**config.mk**
```make
export PLATFORM = sky130hd
export DESIGN_NAME = link_tag_stylesheet_classifier_unit_flat
export DESIGN_NICKNAME = d
export VERILOG_FILES = /design/src/ltsc_pkg.sv /design/src/ltsc_stream_if.sv /design/src/ltsc_step.sv /design/src/link_tag_stylesheet_classifier_unit.sv /design/src/flat_wrapper.sv
export SDC_FILE = /design/constraint.sdc
export NUM_CORES = 1
export LEC_CHECK = 0
export BUFFER_PORTS_ARGS = -buffer_cell sky130_fd_sc_hd__buf_2
export CAP_MARGIN = 0
export CORE_ASPECT_RATIO = 0.9
export CORE_MARGIN = 3
export CORE_UTILIZATION = 55
export CTS_BUF_LIST = sky130_fd_sc_hd__clkbuf_4
export CTS_CLUSTER_DIAMETER = 30
export CTS_CLUSTER_SIZE = 40
export DETAILED_ROUTE_END_ITERATION = 8
export GPL_TIMING_DRIVEN = 0
export PLACE_DENSITY = 0.72
export RECOVER_POWER = 50
export SYNTH_ARGS = -nofsm -noshare
export SYNTH_HDL_FRONTEND = slang
export SYNTH_SLANG_ARGS = --single-unit
```
**constraint.sdc**
```tcl
create_clock -name clk -period 5.66 [get_ports clk]
set_clock_uncertainty 0.15 [all_clocks]
set_input_delay 1.132 -clock clk [delete_from_list [all_inputs] [get_ports clk]]
set_output_delay 1.132 -clock clk [all_outputs]
set_load 0.01 [all_outputs]
```
**src/ltsc_pkg.sv**
```systemverilog
// Shared types and character constants for the link tag stylesheet classifier.
`timescale 1ns / 1ps

package ltsc_pkg;

    typedef enum logic [7:0] {
        PH_DONE      = 8'b0000_0001,
        PH_SKIP      = 8'b0000_0010,
        PH_BETWEEN   = 8'b0000_0100,
        PH_NAME      = 8'b0000_1000,
        PH_AFTERNAME = 8'b0001_0000,
        PH_AFTEREQ   = 8'b0010_0000,
        PH_UVAL      = 8'b0100_0000,
        PH_QVAL      = 8'b1000_0000
    } phase_t;

    typedef struct packed {
        phase_t     phase;
        logic [1:0] name_matched;
        logic       name_differs;
        logic       quote_single;
        logic [3:0] token_matched;
        logic       token_differs;
    } parse_state_t;

    typedef struct packed {
        logic [7:0] tag_byte;
        logic       first;
        logic       last;
    } tag_item_t;

    typedef struct packed {
        logic is_stylesheet;
        logic rel_seen;
    } verdict_t;

    localparam parse_state_t PARSE_RESET = '{PH_DONE, 2'd0, 1'b0, 1'b0, 4'd0, 1'b0};

    localparam logic [7:0] CH_GT    = 8'h3E;
    localparam logic [7:0] CH_SLASH = 8'h2F;
    localparam logic [7:0] CH_EQ    = 8'h3D;
    localparam logic [7:0] CH_DQ    = 8'h22;
    localparam logic [7:0] CH_SQ    = 8'h27;
    localparam logic [7:0] CH_SP    = 8'h20;
    localparam logic [7:0] CH_TAB   = 8'h09;
    localparam logic [7:0] CH_LF    = 8'h0A;
    localparam logic [7:0] CH_CR    = 8'h0D;
    localparam logic [7:0] CH_FF    = 8'h0C;

    localparam logic [1:0] REL_LEN   = 2'd3;
    localparam logic [3:0] SHEET_LEN = 4'd10;

endpackage

```
**src/ltsc_stream_if.sv**
```systemverilog
// Valid/ready channel carrying one item of a given payload type.
`timescale 1ns / 1ps

interface ltsc_stream_if #(
    parameter type T = logic
) ();
    logic valid;
    logic ready;
    T     data;

    modport source (output valid, output data, input ready);
    modport sink   (input valid, input data, output ready);
endinterface

```
**src/ltsc_step.sv**
```systemverilog
// Next-state and verdict logic for one tag byte.
`timescale 1ns / 1ps

module ltsc_step (
    input  ltsc_pkg::parse_state_t cur,
    input  ltsc_pkg::tag_item_t    item,
    output ltsc_pkg::parse_state_t nxt,
    output logic                   hit,
    output ltsc_pkg::verdict_t     verdict
);

    typedef struct packed {
        ltsc_pkg::parse_state_t st;
        logic                   hit;
        ltsc_pkg::verdict_t     v;
    } step_t;

    function automatic logic is_space(logic [7:0] c);
        return c == ltsc_pkg::CH_SP || c == ltsc_pkg::CH_TAB || c == ltsc_pkg::CH_LF
            || c == ltsc_pkg::CH_CR || c == ltsc_pkg::CH_FF;
    endfunction

    function automatic logic [7:0] to_lower(logic [7:0] c);
        return (c >= 8'h41 && c <= 8'h5A) ? c + 8'd32 : c;
    endfunction

    function automatic logic [7:0] rel_char(logic [1:0] i);
        logic [7:0] r;
        unique case (i)
            2'd0:    r = 8'h72; // r
            2'd1:    r = 8'h65; // e
            default: r = 8'h6C; // l
        endcase
        return r;
    endfunction

    function automatic logic [7:0] sheet_char(logic [3:0] i);
        logic [7:0] r;
        unique case (i)
            4'd0:    r = 8'h73; // s
            4'd1:    r = 8'h74; // t
            4'd2:    r = 8'h79; // y
            4'd3:    r = 8'h6C; // l
            4'd4:    r = 8'h65; // e
            4'd5:    r = 8'h73; // s
            4'd6:    r = 8'h68; // h
            4'd7:    r = 8'h65; // e
            4'd8:    r = 8'h65; // e
            default: r = 8'h74; // t
        endcase
        return r;
    endfunction

    function automatic logic is_rel(ltsc_pkg::parse_state_t s);
        return s.name_matched == ltsc_pkg::REL_LEN && !s.name_differs;
    endfunction

    function automatic logic token_hit(ltsc_pkg::parse_state_t s);
        return s.token_matched == ltsc_pkg::SHEET_LEN && !s.token_differs;
    endfunction

    function automatic ltsc_pkg::parse_state_t token_clear(ltsc_pkg::parse_state_t s);
        ltsc_pkg::parse_state_t r;
        r = s;
        r.token_matched = 4'd0;
        r.token_differs = 1'b0;
        return r;
    endfunction

    function automatic ltsc_pkg::parse_state_t token_char(ltsc_pkg::parse_state_t s,
                                                          logic [7:0] c);
        ltsc_pkg::parse_state_t r;
        r = s;
        if (!s.token_differs)
        begin
            if (s.token_matched < ltsc_pkg::SHEET_LEN
                && to_lower(c) == sheet_char(s.token_matched))
                r.token_matched = s.token_matched + 4'd1;
            else
                r.token_differs = 1'b1;
        end
        return r;
    endfunction

    function automatic step_t none(ltsc_pkg::parse_state_t s);
        step_t r;
        r.st  = s;
        r.hit = 1'b0;
        r.v   = '0;
        return r;
    endfunction

    function automatic step_t finish(ltsc_pkg::parse_state_t s, logic style, logic rel);
        step_t r;
        r.st       = s;
        r.st.phase = ltsc_pkg::PH_DONE;
        r.hit      = 1'b1;
        r.v        = '{style, rel};
        return r;
    endfunction

    function automatic step_t name_char(ltsc_pkg::parse_state_t s, logic [7:0] c);
        ltsc_pkg::parse_state_t r;
        r = s;
        if (is_space(c))
        begin
            r.phase = ltsc_pkg::PH_AFTERNAME;
            return none(r);
        end
        if (c == ltsc_pkg::CH_EQ)
        begin
            r.phase = ltsc_pkg::PH_AFTEREQ;
            return none(r);
        end
        if (c == ltsc_pkg::CH_GT || c == ltsc_pkg::CH_SLASH)
        begin
            if (is_rel(s))
                return finish(s, 1'b0, 1'b1);
            if (c == ltsc_pkg::CH_GT)
                return finish(s, 1'b0, 1'b0);
            r.phase = ltsc_pkg::PH_BETWEEN;
            return none(r);
        end
        if (!s.name_differs)
        begin
            if (s.name_matched < ltsc_pkg::REL_LEN
                && to_lower(c) == rel_char(s.name_matched))
                r.name_matched = s.name_matched + 2'd1;
            else
                r.name_differs = 1'b1;
        end
        return none(r);
    endfunction

    function automatic step_t between_char(ltsc_pkg::parse_state_t s, logic [7:0] c);
        ltsc_pkg::parse_state_t r;
        r = s;
        if (is_space(c) || c == ltsc_pkg::CH_SLASH)
        begin
            r.phase = ltsc_pkg::PH_BETWEEN;
            return none(r);
        end
        if (c == ltsc_pkg::CH_GT)
            return finish(s, 1'b0, 1'b0);
        r.name_matched = 2'd0;
        r.name_differs = 1'b0;
        r = token_clear(r);
        r.phase = ltsc_pkg::PH_NAME;
        return name_char(r, c);
    endfunction

    function automatic step_t uval_char(ltsc_pkg::parse_state_t s, logic [7:0] c);
        ltsc_pkg::parse_state_t r;
        r = s;
        if (is_space(c) || c == ltsc_pkg::CH_GT)
        begin
            if (is_rel(s))
                return finish(s, token_hit(s), 1'b1);
            if (c == ltsc_pkg::CH_GT)
                return finish(s, 1'b0, 1'b0);
            r.phase = ltsc_pkg::PH_BETWEEN;
            return none(r);
        end
        return none(token_char(s, c));
    endfunction

    function automatic step_t feed(ltsc_pkg::parse_state_t s, logic [7:0] c);
        ltsc_pkg::parse_state_t r;
        logic                   close_q;
        r = s;
        close_q = s.quote_single ? (c == ltsc_pkg::CH_SQ) : (c == ltsc_pkg::CH_DQ);
        unique case (s.phase)
            ltsc_pkg::PH_SKIP:
            begin
                if (c == ltsc_pkg::CH_GT)
                    return finish(s, 1'b0, 1'b0);
                if (is_space(c))
                    r.phase = ltsc_pkg::PH_BETWEEN;
                return none(r);
            end
            ltsc_pkg::PH_BETWEEN:
                return between_char(s, c);
            ltsc_pkg::PH_NAME:
                return name_char(s, c);
            ltsc_pkg::PH_AFTERNAME:
            begin
                if (is_space(c))
                    return none(s);
                if (c == ltsc_pkg::CH_EQ)
                begin
                    r.phase = ltsc_pkg::PH_AFTEREQ;
                    return none(r);
                end
                if (is_rel(s))
                    return finish(s, 1'b0, 1'b1);
                return between_char(s, c);
            end
            ltsc_pkg::PH_AFTEREQ:
            begin
                if (is_space(c))
                    return none(s);
                r = token_clear(s);
                if (c == ltsc_pkg::CH_DQ || c == ltsc_pkg::CH_SQ)
                begin
                    r.quote_single = (c == ltsc_pkg::CH_SQ);
                    r.phase        = ltsc_pkg::PH_QVAL;
                    return none(r);
                end
                r.phase = ltsc_pkg::PH_UVAL;
                return uval_char(r, c);
            end
            ltsc_pkg::PH_UVAL:
                return uval_char(s, c);
            ltsc_pkg::PH_QVAL:
            begin
                if (close_q)
                begin
                    if (is_rel(s))
                        return finish(s, token_hit(s), 1'b1);
                    r.phase = ltsc_pkg::PH_BETWEEN;
                    return none(r);
                end
                // early positive verdict on a matching token followed by whitespace
                if (is_space(c))
                begin
                    if (is_rel(s) && token_hit(s))
                        return finish(s, 1'b1, 1'b1);
                    return none(token_clear(s));
                end
                return none(token_char(s, c));
            end
            default:
                return none(s);
        endcase
    endfunction

    ltsc_pkg::parse_state_t start;
    step_t                  res;

    always_comb
    begin
        start = cur;
        if (item.first)
        begin
            start       = ltsc_pkg::PARSE_RESET;
            start.phase = ltsc_pkg::PH_SKIP;
        end
        if (start.phase == ltsc_pkg::PH_DONE)
            res = none(start);
        else
        begin
            res = feed(start, item.tag_byte);
            if (!res.hit && item.last)
            begin
                if ((res.st.phase == ltsc_pkg::PH_NAME || res.st.phase == ltsc_pkg::PH_AFTERNAME
                     || res.st.phase == ltsc_pkg::PH_AFTEREQ || res.st.phase == ltsc_pkg::PH_UVAL
                     || res.st.phase == ltsc_pkg::PH_QVAL) && is_rel(res.st))
                    res = finish(res.st, token_hit(res.st), 1'b1);
                else
                    res = finish(res.st, 1'b0, 1'b0);
            end
        end
    end

    assign nxt     = res.st;
    assign hit     = res.hit;
    assign verdict = res.v;

endmodule

```
**src/link_tag_stylesheet_classifier_unit.sv**
```systemverilog
// Accepted items wait in the byte register; a verdict they yield moves into the verdict register.
// Throughput: one tag byte per cycle; the byte register and the verdict register both
// advance whenever the verdict register is empty or being taken.
// Reset (rst_n low, asynchronous): both stages empty, parser waits for a first byte.
// Bytes arriving before any first byte produce nothing.
`timescale 1ns / 1ps

module link_tag_stylesheet_classifier_unit (
    input  logic                clk,
    input  logic                rst_n,
    ltsc_stream_if.sink         tag_in,
    ltsc_stream_if.source       verdict_out
);

    // Byte stage: holds one accepted item until the parser consumes it.
    logic                   byte_valid_reg;
    logic                   byte_valid_next;
    ltsc_pkg::tag_item_t    byte_item_reg;

    // Parser state, updated once per consumed byte.
    ltsc_pkg::parse_state_t state_reg;
    ltsc_pkg::parse_state_t state_next;

    // Verdict stage: output register toward the sink.
    logic                   out_valid_reg;
    logic                   out_valid_next;
    ltsc_pkg::verdict_t     out_data_reg;

    logic                   step_hit;
    ltsc_pkg::verdict_t     step_verdict;
    logic                   out_free;
    logic                   byte_adv;
    logic                   in_take;

    ltsc_step u_step (
        .cur     (state_reg),
        .item    (byte_item_reg),
        .nxt     (state_next),
        .hit     (step_hit),
        .verdict (step_verdict)
    );

    // The byte stage moves on when the verdict register can take a new value.
    assign out_free     = !out_valid_reg || verdict_out.ready;
    assign byte_adv     = byte_valid_reg && out_free;
    assign tag_in.ready = !byte_valid_reg || byte_adv;
    assign in_take      = tag_in.valid && tag_in.ready;

    always_comb
    begin
        byte_valid_next = byte_valid_reg;
        if (in_take)
            byte_valid_next = 1'b1;
        else if (byte_adv)
            byte_valid_next = 1'b0;
    end

    always_comb
    begin
        out_valid_next = out_valid_reg;
        if (byte_adv)
            out_valid_next = step_hit;
        else if (verdict_out.ready)
            out_valid_next = 1'b0;
    end

    always_ff @(posedge clk or negedge rst_n)
    begin
        if (!rst_n)
        begin
            byte_valid_reg <= 1'b0;
            out_valid_reg  <= 1'b0;
            state_reg      <= ltsc_pkg::PARSE_RESET;
        end
        else
        begin
            byte_valid_reg <= byte_valid_next;
            out_valid_reg  <= out_valid_next;
            if (byte_adv)
                state_reg <= state_next;
        end
    end

    // Payload registers carry no reset.
    always_ff @(posedge clk)
    begin
        if (in_take)
            byte_item_reg <= tag_in.data;
        if (byte_adv && step_hit)
            out_data_reg <= step_verdict;
    end

    assign verdict_out.valid = out_valid_reg;
    assign verdict_out.data  = out_data_reg;

endmodule

```
**src/flat_wrapper.sv**
```systemverilog
// flat-port wrapper written by rule: the top's interface ports become plain ports
module link_tag_stylesheet_classifier_unit_flat 
  (clk, rst_n, tag_in_valid, tag_in_data, tag_in_ready, verdict_out_valid, verdict_out_data, verdict_out_ready);
  ltsc_stream_if #(.T(ltsc_pkg::tag_item_t)) tag_in_i ();
  ltsc_stream_if #(.T(ltsc_pkg::verdict_t)) verdict_out_i ();
  input  logic clk;
  input  logic rst_n;
  input wire logic [$bits(tag_in_i.valid)-1:0] tag_in_valid;
  input wire logic [$bits(tag_in_i.data)-1:0] tag_in_data;
  output wire logic [$bits(tag_in_i.ready)-1:0] tag_in_ready;
  output wire logic [$bits(verdict_out_i.valid)-1:0] verdict_out_valid;
  output wire logic [$bits(verdict_out_i.data)-1:0] verdict_out_data;
  input wire logic [$bits(verdict_out_i.ready)-1:0] verdict_out_ready;
  assign tag_in_i.valid = tag_in_valid;
  assign tag_in_i.data = tag_in_data;
  assign tag_in_ready = tag_in_i.ready;
  assign verdict_out_valid = verdict_out_i.valid;
  assign verdict_out_data = verdict_out_i.data;
  assign verdict_out_i.ready = verdict_out_ready;
  link_tag_stylesheet_classifier_unit u_core (.clk(clk), .rst_n(rst_n), .tag_in(tag_in_i), .verdict_out(verdict_out_i));
endmodule
```
### Word-level counts from Yosys, hierarchy flattened

Memory sizes are Yosys's and may differ from the RTL's.
Index checks and enable logic that the tools add are counted.

| storage, ports and cells | value |
|---|---|
| register bits | 31 |
| memory bits (read-only) | 160 |
| bits of input ports | 14 |
| output and inout bits | 4 |
| word-level logic and storage cells | 383 |
| memories kept | 2 |

| operators by class | value |
|---|---|
| $add $sub $neg | 3 |
| $lt $le $gt $ge | 4 |
| equal/unequal tests | 34 |
| mux-type cells | 289 |
| reductions and logical operators | 38 |

Memories:

| name | depth | width | rd ports | clocked after Yosys merged registers in | write ports | RTL line | RTL |
|---|---|---|---|---|---|---|---|
| (name not given) | 16 | 5 | 1 | 0 | 0 | ltsc_step.sv:39 | `unique case (i)` |
| (name not given) | 16 | 5 | 1 | 0 | 0 | ltsc_step.sv:39 |  |

Operators with widths:

| kind | number |
|---|---|
| 20-bit two-way mux | 62 |
| 8-bit two-way mux | 48 |
| 1-bit two-way mux | 167 |
| 20-bit case mux with 7 select lines | 1 |
| 8-bit by 6-bit == test with 1-bit output (second input constant) | 8 |
| 8-bit by 4-bit == test with 1-bit output (second input constant) | 6 |
| 8-bit == test | 6 |
| 17-bit two-way mux | 1 |
| 8-bit by 5-bit == test with 1-bit output (second input constant) | 2 |
| 8-bit by 7-bit == test with 1-bit output (second input constant) | 2 |
| 8-bit == test (second input constant) | 2 |
| 5-bit two-way mux | 3 |
| 1-bit logical AND | 14 |
| 1-bit logical OR | 14 |
| 5-bit case mux with 2 select lines | 1 |
| 8-bit by 6-bit adder with 8-bit output (second input constant) | 1 |
| 4-bit == test (second input constant) | 2 |
| 8-bit by 1-bit == test with 1-bit output (second input constant) | 1 |
| 8-bit by 2-bit == test with 1-bit output (second input constant) | 1 |
| 8-bit by 3-bit == test with 1-bit output (second input constant) | 1 |
| 8-bit by 7-bit >= comparator with 1-bit output (second input constant) | 1 |
| 8-bit by 7-bit <= comparator with 1-bit output (second input constant) | 1 |
| 4-bit two-way mux | 2 |
| 1-bit logical NOT | 7 |
| 11 further kinds | 14 |

### Depth between registers and ports, before layout

Gate-level depths: netlist of run 1.

| depth | value |
|---|---|
| depth after elaboration | 82 |
| gate-level depth with buffers | 17 |
| depth with buffers taken out | 14 |

### Hierarchy

From an unflattened synthesis of run 1, not the netlist that was laid out.

| unflattened totals | value |
|---|---|
| cells, all modules | 410 |
| area, all modules | 3517.1 um^2 |

By module, submodules not included:

| module | times used | cells each | area an instance (um^2) | sequential area each (um^2) |
|---|---|---|---|---|
| ltsc_step | 1 | 352 | 2369.8 | 0.0 |
| link_tag_stylesheet_classifier_unit | 1 | 58 | 1147.4 | 837.1 |

### Least setup slack after synthesis of run 1

No wires, ideal clock.

| path | value |
|---|---|
| path kind | register to register |
| start | register u_core.byte_item_reg[1] (netlist name) |
| end | register u_core.out_data_reg, in the netlist u_core.verdict_out.data[1] (data pin) |
| setup time | 180 ps |
| data arrival time | 3735 ps |
| required time | 5330 ps |
| setup slack | 1595 ps |
| cell stages (with the launch flop) | 18 |
| path buffers | 4 |
| clock period less this slack | 4065 ps |
| cells stage by stage | edfxtp_1 -> buf_2 -> buf_2 -> buf_2 -> nor2b_1 -> inv_1 -> ha_1 -> nand2_1 -> a21oi_1 -> or3b_1 -> a2111oi_0 -> and3b_1 -> buf_2 -> nand2_1 -> xor2_1 -> a21o_1 -> or3_1 -> o41ai_2 |

| on the way | value |
|---|---|
| word-level cells in the longest chain between the ends | 24 |
| elaborated cells on any way between the ends | 158 |
| those cells by class | add/sub: 2; order compare: 2; eq/ne: 21; mux: 111; reduce/logical: 20; memory: 2 |

RTL lines:

| what | RTL line | RTL |
|---|---|---|
| start: declaration | link_tag_stylesheet_classifier_unit.sv:18 | `ltsc_pkg::tag_item_t byte_item_reg;` |
| start signal: assignment | link_tag_stylesheet_classifier_unit.sv:88 | `byte_item_reg <= tag_in.data;` |
| 17-bit two-way mux * | ltsc_step.sv:243 | `if (item.first)` |
| parallel branches: the longest is 23 deep, another holds 8-bit two-way mux | - |  |
| end signal: assignment | link_tag_stylesheet_classifier_unit.sv:90 | `out_data_reg <= step_verdict;` |
| end: declaration | link_tag_stylesheet_classifier_unit.sv:27 | `ltsc_pkg::verdict_t out_data_reg;` |

Mark *: on every way between the ends. The select of a mux whose other input is x is not followed.
A chain may end at the register's enable or synchronous reset.

### Worst setup path in the final report of run 1

Same ends and word-level chain as after synthesis.

==> flow_metrics.env, run 1 <==
export IMPL_outcome="finished, final reports clean"
export IMPL_cts_tree="done"
export IMPL_synth_compound_area_share_pct=24.2
export IMPL_rr_endpoint="u_core.verdict_out.data[1]"
export IMPL_final_hold_viol_count=0
export IMPL_path_clk_slew_ns=0.12
export IMPL_hold_buffers=0
export IMPL_clockBufferDepth=2
export IMPL_syn_cell_area_mm2=0.00303
export IMPL_die_x_um=84.2
export IMPL_cp_data_required_time_ns=5.67
export IMPL_synth_top_area_share_pct=14.9
export IMPL_cts_sinks=31
export IMPL_drc_errors=0
export IMPL_arrival_ns=5.05
export IMPL_cp_cell_sequence="buf_2 > inv_1 > clkbuf_1 > nand2_1 > inv_1 > ha_1 > nand4_1 > nor3_1 > o32ai_1 > or3_1 > nor2_1 > nor2_1 > nor4b_1 > o211ai_1 > o41ai_2"
export IMPL_drt_iter0_markers=547
export IMPL_vias_per_cell=6.68
export IMPL_max_freq_mhz=199
export IMPL_cp_slowest_cell="edfxtp_1"
export IMPL_syn_area_per_cell_um2=7.86
export IMPL_cp_buffers_inverters=4
export IMPL_placed_area_mm2=0.00319
export IMPL_die_area_mm2=0.00643
export IMPL_total_power_uw=642
export IMPL_synth_top_family_by_area="simple AND/OR/NAND/NOR gates"
export IMPL_setup_ws_ns=0.624
export IMPL_leakage_uw=0.00129
export IMPL_drt_wl_total_um=8870
export IMPL_track_usage_pct=28.2
export IMPL_antenna_found_initial=0
export IMPL_critical_path_top_delay_family="simple AND/OR/NAND/NOR gates"
export IMPL_fp_dieH_um=76.4
export IMPL_synth_warning_count=0
export IMPL_hold_depth=1
export IMPL_drive_gt1_share_pct=12.9
export IMPL_timing_rr_start="u_core.byte_item_reg[1]"
export IMPL_worstSetupStartpointType="flip-flop"
export IMPL_grt_max_degree=20
export IMPL_synth_fa_ha_area_share_pct=3.72
export IMPL_r2r_cells=15
export IMPL_nNetsFinal=432
export IMPL_max_slew_worst_pin_slew_ns=1.16
export IMPL_place_hpwl_um=6790
export IMPL_yosys_area_share_simple_pct=34.4
export IMPL_postSynthCellCount=385
export IMPL_slowest_delay_ns=0.49
export IMPL_synthArstFlopShare_pct=61.3
export IMPL_gr_total_overflow=0
export IMPL_tns_ns=0
export IMPL_finalWeightedCongestion=0.983
export IMPL_period_minus_slack_ns=5.04
export IMPL_cts_max_level=2
export IMPL_core_mm2=0.00507
export IMPL_ant_nets=0
export IMPL_period_share_pct=89.0
export IMPL_final_cell_count_no_fill=475
export IMPL_vias=3172
export IMPL_routedWlPerCell_um=18.7
export IMPL_powerDensity_mw_per_mm2=198
export IMPL_synthTopCellsByCount="55 x nor2_1, 39 x nand2_1, 28 x a21oi_1"
export IMPL_clock_root_buffer="clkbuf_4"
export IMPL_dp_slack_ns=0.822
export IMPL_grt_pass1_vias=2843
export IMPL_maxSlewHeadroom_pct=22.5
export IMPL_cts_resized_gates=0
export IMPL_rows=24
export IMPL_largest_reg_flops=17
export IMPL_ios=18
export IMPL_synth_fp_nets=408
export IMPL_grt_pass1_wl_um=14600
export IMPL_yosysUniqueCellTypes=76
export IMPL_cp_max_fo=10
export IMPL_synth_edf_count=12
export IMPL_synth_area_leader_cell="dfrtp_1"
export IMPL_start_util_pct=59.6
export IMPL_synthXorXnorAreaFrac_pct=2.60
export IMPL_synth_flop_cell="dfrtp_1"
export IMPL_ys_ff_latch=31
export IMPL_crit_cells=15
export IMPL_hold_class="flip-flop to flip-flop"
export IMPL_port_buffers=17
export IMPL_ys_seq_area_share_pct=27.7
export IMPL_drt_pre_antenna_iters=5
export IMPL_clock_latency_ns=0.35
export IMPL_irDropWorstVdd_mv=0.193
export IMPL_synth_area_top_cells="dfrtp_1 15%, edfxtp_1 12%, nor2_1 6.8%"
export IMPL_max_cap_violations=0
export IMPL_cp_end_kind="flip-flop"
export IMPL_n_antenna_cell=0
export IMPL_drv_slew=0
export IMPL_area_growth_pct=7.36
export IMPL_final_setup_viol_count=0
export IMPL_holdCritStartpoint="u_core.state_reg[5]"
export IMPL_dp_cells=467
export IMPL_rsz0062_at_grt="false"
export IMPL_whs_endpoint="u_core.state_reg[5]"
export IMPL_cts_setup_buffers=0
export IMPL_design_area_mm2=0.00325
export IMPL_synth_area_mux_share_pct=2.77
export IMPL_yosysMostFrequentCell="nor2_1"
export IMPL_r2r_slack_ns=0.62
export IMPL_timing_setup_critical_path_class="flip-flop to flip-flop"
export IMPL_cts_buffers=5
[where the power goes]
group	total [µW]	internal [µW]	switching, µW
Sequential	291	261	29.9
Combinational	211	77.8	133
Clock	140	52.7	87.4
[cell families (layout without fill, tap and decap cells)]
group	Yosys count	count (layout)
multiplexers	8	8
buffers and inverters	32	57
AND/OR/NAND/NOR	190	190
flip-flops	31	31
XOR/XNOR	9	9
AO/OA/AOI/OAI	106	106
adder cells (fa/ha/maj)	9	9
[how the worst max path moves through the flow]
stage | startpoint | end
after floorplan | u_core.byte_item_reg[1] | u_core.verdict_out.data[1]
after global placement | u_core.byte_item_reg[1] | u_core.verdict_out.data[1]
after detailed placement | u_core.byte_item_reg[1] | u_core.verdict_out.data[1]
after CTS | u_core.byte_item_reg[1] | u_core.verdict_out.data[1]
after global routing | u_core.byte_item_reg[1] | u_core.verdict_out.data[1]
final | u_core.byte_item_reg[1] | u_core.verdict_out.data[1]
[metal layers]
layer / share of wire [%] / up-vias / track usage, %
met2: 41 / 189 / 40.9
met5: 0 / - / 0
li1: - / 1468 / -
met4: 2.0 / 0 / 5.63
met1: 46 / 1487 / 43.1
met3: 10 / 28 / 5.51
[per-stage QoR]
stage,util [%],hold WS [ns]
floorplan,-,0.324
global placement,62.9,0.342
detailed placement,62.9,0.344
CTS,64.1,0.375
global route,64.0,0.383
finish,64.0,0.382
[area by class of cell]
class	count	area (µm²)
repair buffers	17	83.8
plain buffers	24	111
well taps	65	81.3
flip-flops and latches	31	837
inverters	8	30.0
clock inverters	2	12.5
clock buffers	6	45.0
fillers	485	1830
multi-input cells	322	2050
[layout by cell type, fill, tap and decap left out, types with 5 or more instances in the layout]
master and instances:
nand4_1 7, nand3_1 13, nor2b_1 12, buf_2 24
o22ai_1 5, o31ai_1 5, o21bai_1 5, ha_1 9
a21oi_1 28, inv_1 7, o21ai_0 18, dfrtp_1 18
clkbuf_4 6, nor2_1 55, edfxtp_1 12, nand2_1 39
nor3_1 9, and2_1 6, clkbuf_1 15, o211ai_1 5
mux2i_1 5, a22o_1 5, nand2b_1 7, xor2_1 6
[worst register-to-register path, stage by stage (launching register included)]
cell	delay, ns
edfxtp_1	0.49
buf_2	0.26
inv_1	0.11
clkbuf_1	0.49
nand2_1	0.21
inv_1	0.17
ha_1	0.29
nand4_1	0.24
nor3_1	0.29
o32ai_1	0.18
or3_1	0.46
nor2_1	0.33
nor2_1	0.08
nor4b_1	0.47
o211ai_1	0.27
o41ai_2	0.36
Note: power is estimated with default switching activity, not from simulation.
==> run 2: changes to the inputs <==
--- a/config.mk
+++ b/config.mk
@@ -15,7 +15,7 @@
 export CTS_CLUSTER_SIZE = 40
 export DETAILED_ROUTE_END_ITERATION = 8
 export GPL_TIMING_DRIVEN = 0
-export PLACE_DENSITY = 0.72
+export PLACE_DENSITY = 0.75
 export RECOVER_POWER = 50
 export SYNTH_ARGS = -nofsm -noshare
 export SYNTH_HDL_FRONTEND = slang
==> constraint.sdc (replaced) <==
create_clock -name clk -period 4.6 [get_ports clk]
set_clock_uncertainty 0.15 [all_clocks]
set_input_delay 0.92 -clock clk [delete_from_list [all_inputs] [get_ports clk]]
set_output_delay 0.92 -clock clk [all_outputs]
set_load 0.01 [all_outputs]
==> run 2 against run 1 <==
Compared with the run above: die area unchanged; via count down 0.95%; register-to-register slack worse by 0.48 ns; combinational power up 27%; critical path type unchanged; largest cell class unchanged; largest power group unchanged; highest routed layer unchanged.
==> flow_metrics.env, run 2 (synthesized netlist as in run 1, its figures left out) <==
export IMPL_drt_pre_antenna_iters=5
export IMPL_finalWeightedCongestion=0.986
export IMPL_cp_slowest_cell="or3_1"
export IMPL_drv_slew=0
export IMPL_vias_per_cell=6.60
export IMPL_final_setup_viol_count=0
export IMPL_outcome="finished, final reports clean"
export IMPL_final_cell_mix="54 x nor2_1, 39 x nand2_1, 28 x a21oi_1, 22 x buf_2"
export IMPL_grt_max_degree=20
export IMPL_clockBufferDepth=2
export IMPL_final_cell_count_no_fill=476
export IMPL_dp_slack_ns=-0.261
export IMPL_routedWlPerCell_um=18.7
export IMPL_grt_busiest_layer="met1"
export IMPL_die_area_mm2=0.00643
export IMPL_antenna_found_initial=0
export IMPL_vias=3142
export IMPL_rows=24
export IMPL_drc_errors=0
export IMPL_place_hpwl_um=6730
export IMPL_irDropWorstVdd_mv=0.189
export IMPL_grt_pass1_wl_um=14100
export IMPL_period_minus_slack_ns=4.45
export IMPL_drive_gt1_share_pct=14.4
export IMPL_cp_buffers_inverters=4
export IMPL_fp_dieH_um=76.4
export IMPL_leakage_uw=0.00130
export IMPL_cts_buffers=5
export IMPL_nNetsFinal=433
export IMPL_slowest_delay_ns=0.48
export IMPL_fill_cells=447
export IMPL_cp_data_required_time_ns=4.62
export IMPL_final_hold_viol_count=0
export IMPL_path_clk_slew_ns=0.10
export IMPL_rsz0062_at_grt="false"
export IMPL_max_cap_violations=0
export IMPL_ant_nets=0
export IMPL_cts_tree="done"
export IMPL_met3_usage_pct=6.16
export IMPL_setup_ws_ns=0.148
export IMPL_n_antenna_cell=0
export IMPL_met1_usage_pct=41.3
export IMPL_cts_sinks=31
export IMPL_powerDensity_mw_per_mm2=241
export IMPL_largest_reg_flops=17
export IMPL_drt_iter0_markers=380
export IMPL_dp_cells=467
export IMPL_period_share_pct=96.8
export IMPL_worstSetupStartpointType="flip-flop"
export IMPL_cp_max_fo=10
export IMPL_die_x_um=84.2
export IMPL_timing_setup_critical_path_class="flip-flop to flip-flop"
export IMPL_grt_use_met2_pct=38.7
export IMPL_cp_cell_sequence="buf_4 > buf_2 > clkbuf_4 > nor2b_4 > inv_1 > ha_1 > nand4_1 > nor3_2 > o32ai_1 > or3_1 > nor2_4 > nor2_1 > nor4b_1 > o211ai_1 > o41ai_2"
export IMPL_cts_max_level=2
export IMPL_track_usage_pct=27.2
export IMPL_clock_latency_ns=0.35
export IMPL_ios=18
export IMPL_cp_end_kind="flip-flop"
export IMPL_max_freq_mhz=225
export IMPL_hold_ws_ns=0.383
export IMPL_area_growth_pct=9.09
export IMPL_layout_commonest_cell="nor2_1"
export IMPL_max_slew_worst_pin_slew_ns=1.20
export IMPL_hold_class="flip-flop to flip-flop"
export IMPL_clock_root_buffer="clkbuf_4"
export IMPL_grt_pass1_vias=2815
export IMPL_arrival_ns=4.47
export IMPL_core_mm2=0.00507
export IMPL_port_buffers=17
export IMPL_maxSlewHeadroom_pct=20.1
export IMPL_drt_wl_total_um=8920
export IMPL_start_util_pct=59.6
export IMPL_critical_path_top_delay_family="simple AND/OR/NAND/NOR gates"
export IMPL_gr_total_overflow=0
==> run 2: cell count changes in the layout (fill, tap and decap cells not counted), sizes merged <==
cell,delta
clkbuf,+1
==> run 2: power by group <==
group | leakage (µW) | switching [µW] | internal (µW)
sequential | 0.000361 | 36.2 | 321
clock | 0.0000317 | 106 | 64.8
combinational | 0.000908 | 170 | 98.0
==> run 2: metrics by stage <==
| step | area [µm²] | TNS, ns | power, µW | util [%] |
|---|---|---|---|---|
| floorplan | 3030 | 0 | 543 | - |
| global placement | 3190 | -0.327 | 609 | 62.9 |
| detailed placement | 3190 | -0.357 | 616 | 62.9 |
| CTS | 3270 | 0 | 786 | 64.3 |
| global route | 3300 | 0 | 839 | 65.1 |
| finish | 3300 | 0 | 796 | 65.1 |
==> run 2: layout make-up <==
cell class / count / area [µm²] / share of cell area, %
Clock inverter: 2 / 12.5 / 0.379
Clock buffer: 6 / 45.0 / 1.36
Buffer: 24 / 118 / 3.56
Sequential cell: 31 / 837 / 25.4
Multi-Input combinational cell: 322 / 2090 / 63.2
Tap cell: 65 / 81.3 / 2.46
Timing Repair Buffer: 18 / 91.3 / 2.77
Inverter: 8 / 30.0 / 0.909
==> run 2: repair_timing <==
action,in CTS,in global routing
endpoints found under the setup margin,3,3
cloned,0,0
pin swaps,0,1
hold buffers,0,0
buffers inserted,0,1
resized for setup,6,5
==> run 2: final timing paths <==
path	start	to	slack [ns]	cells after the start
hold reg to reg	u_core.state_reg[9]	u_core.state_reg[9]	0.38	2
hold / removal	u_core.state_reg[9]	u_core.state_reg[9]	0.38	2
setup / recovery	u_core.byte_item_reg[1]	u_core.verdict_out.data[1]	0.15	15
max in group asynchronous	rst_n	u_core.state_reg[8]	2.95	1
setup reg to reg	u_core.byte_item_reg[1]	u_core.verdict_out.data[1]	0.15	15
min in group asynchronous	rst_n	u_core.state_reg[2]	0.63	1
==> run 2: per-layer routing <==
metal / routed length (µm) / up-vias
met2: 3760 / 182
met4: 167 / 0
met5: 0 / -
li1: - / 1469
met3: 862 / 25
met1: 4130 / 1466
==> run 2: worst min-delay path, stage by stage, from the launching register on <==
cell and delay [ns]:
dfstp_2 0.43, nand2_1 0.07, nand2_1 0.05
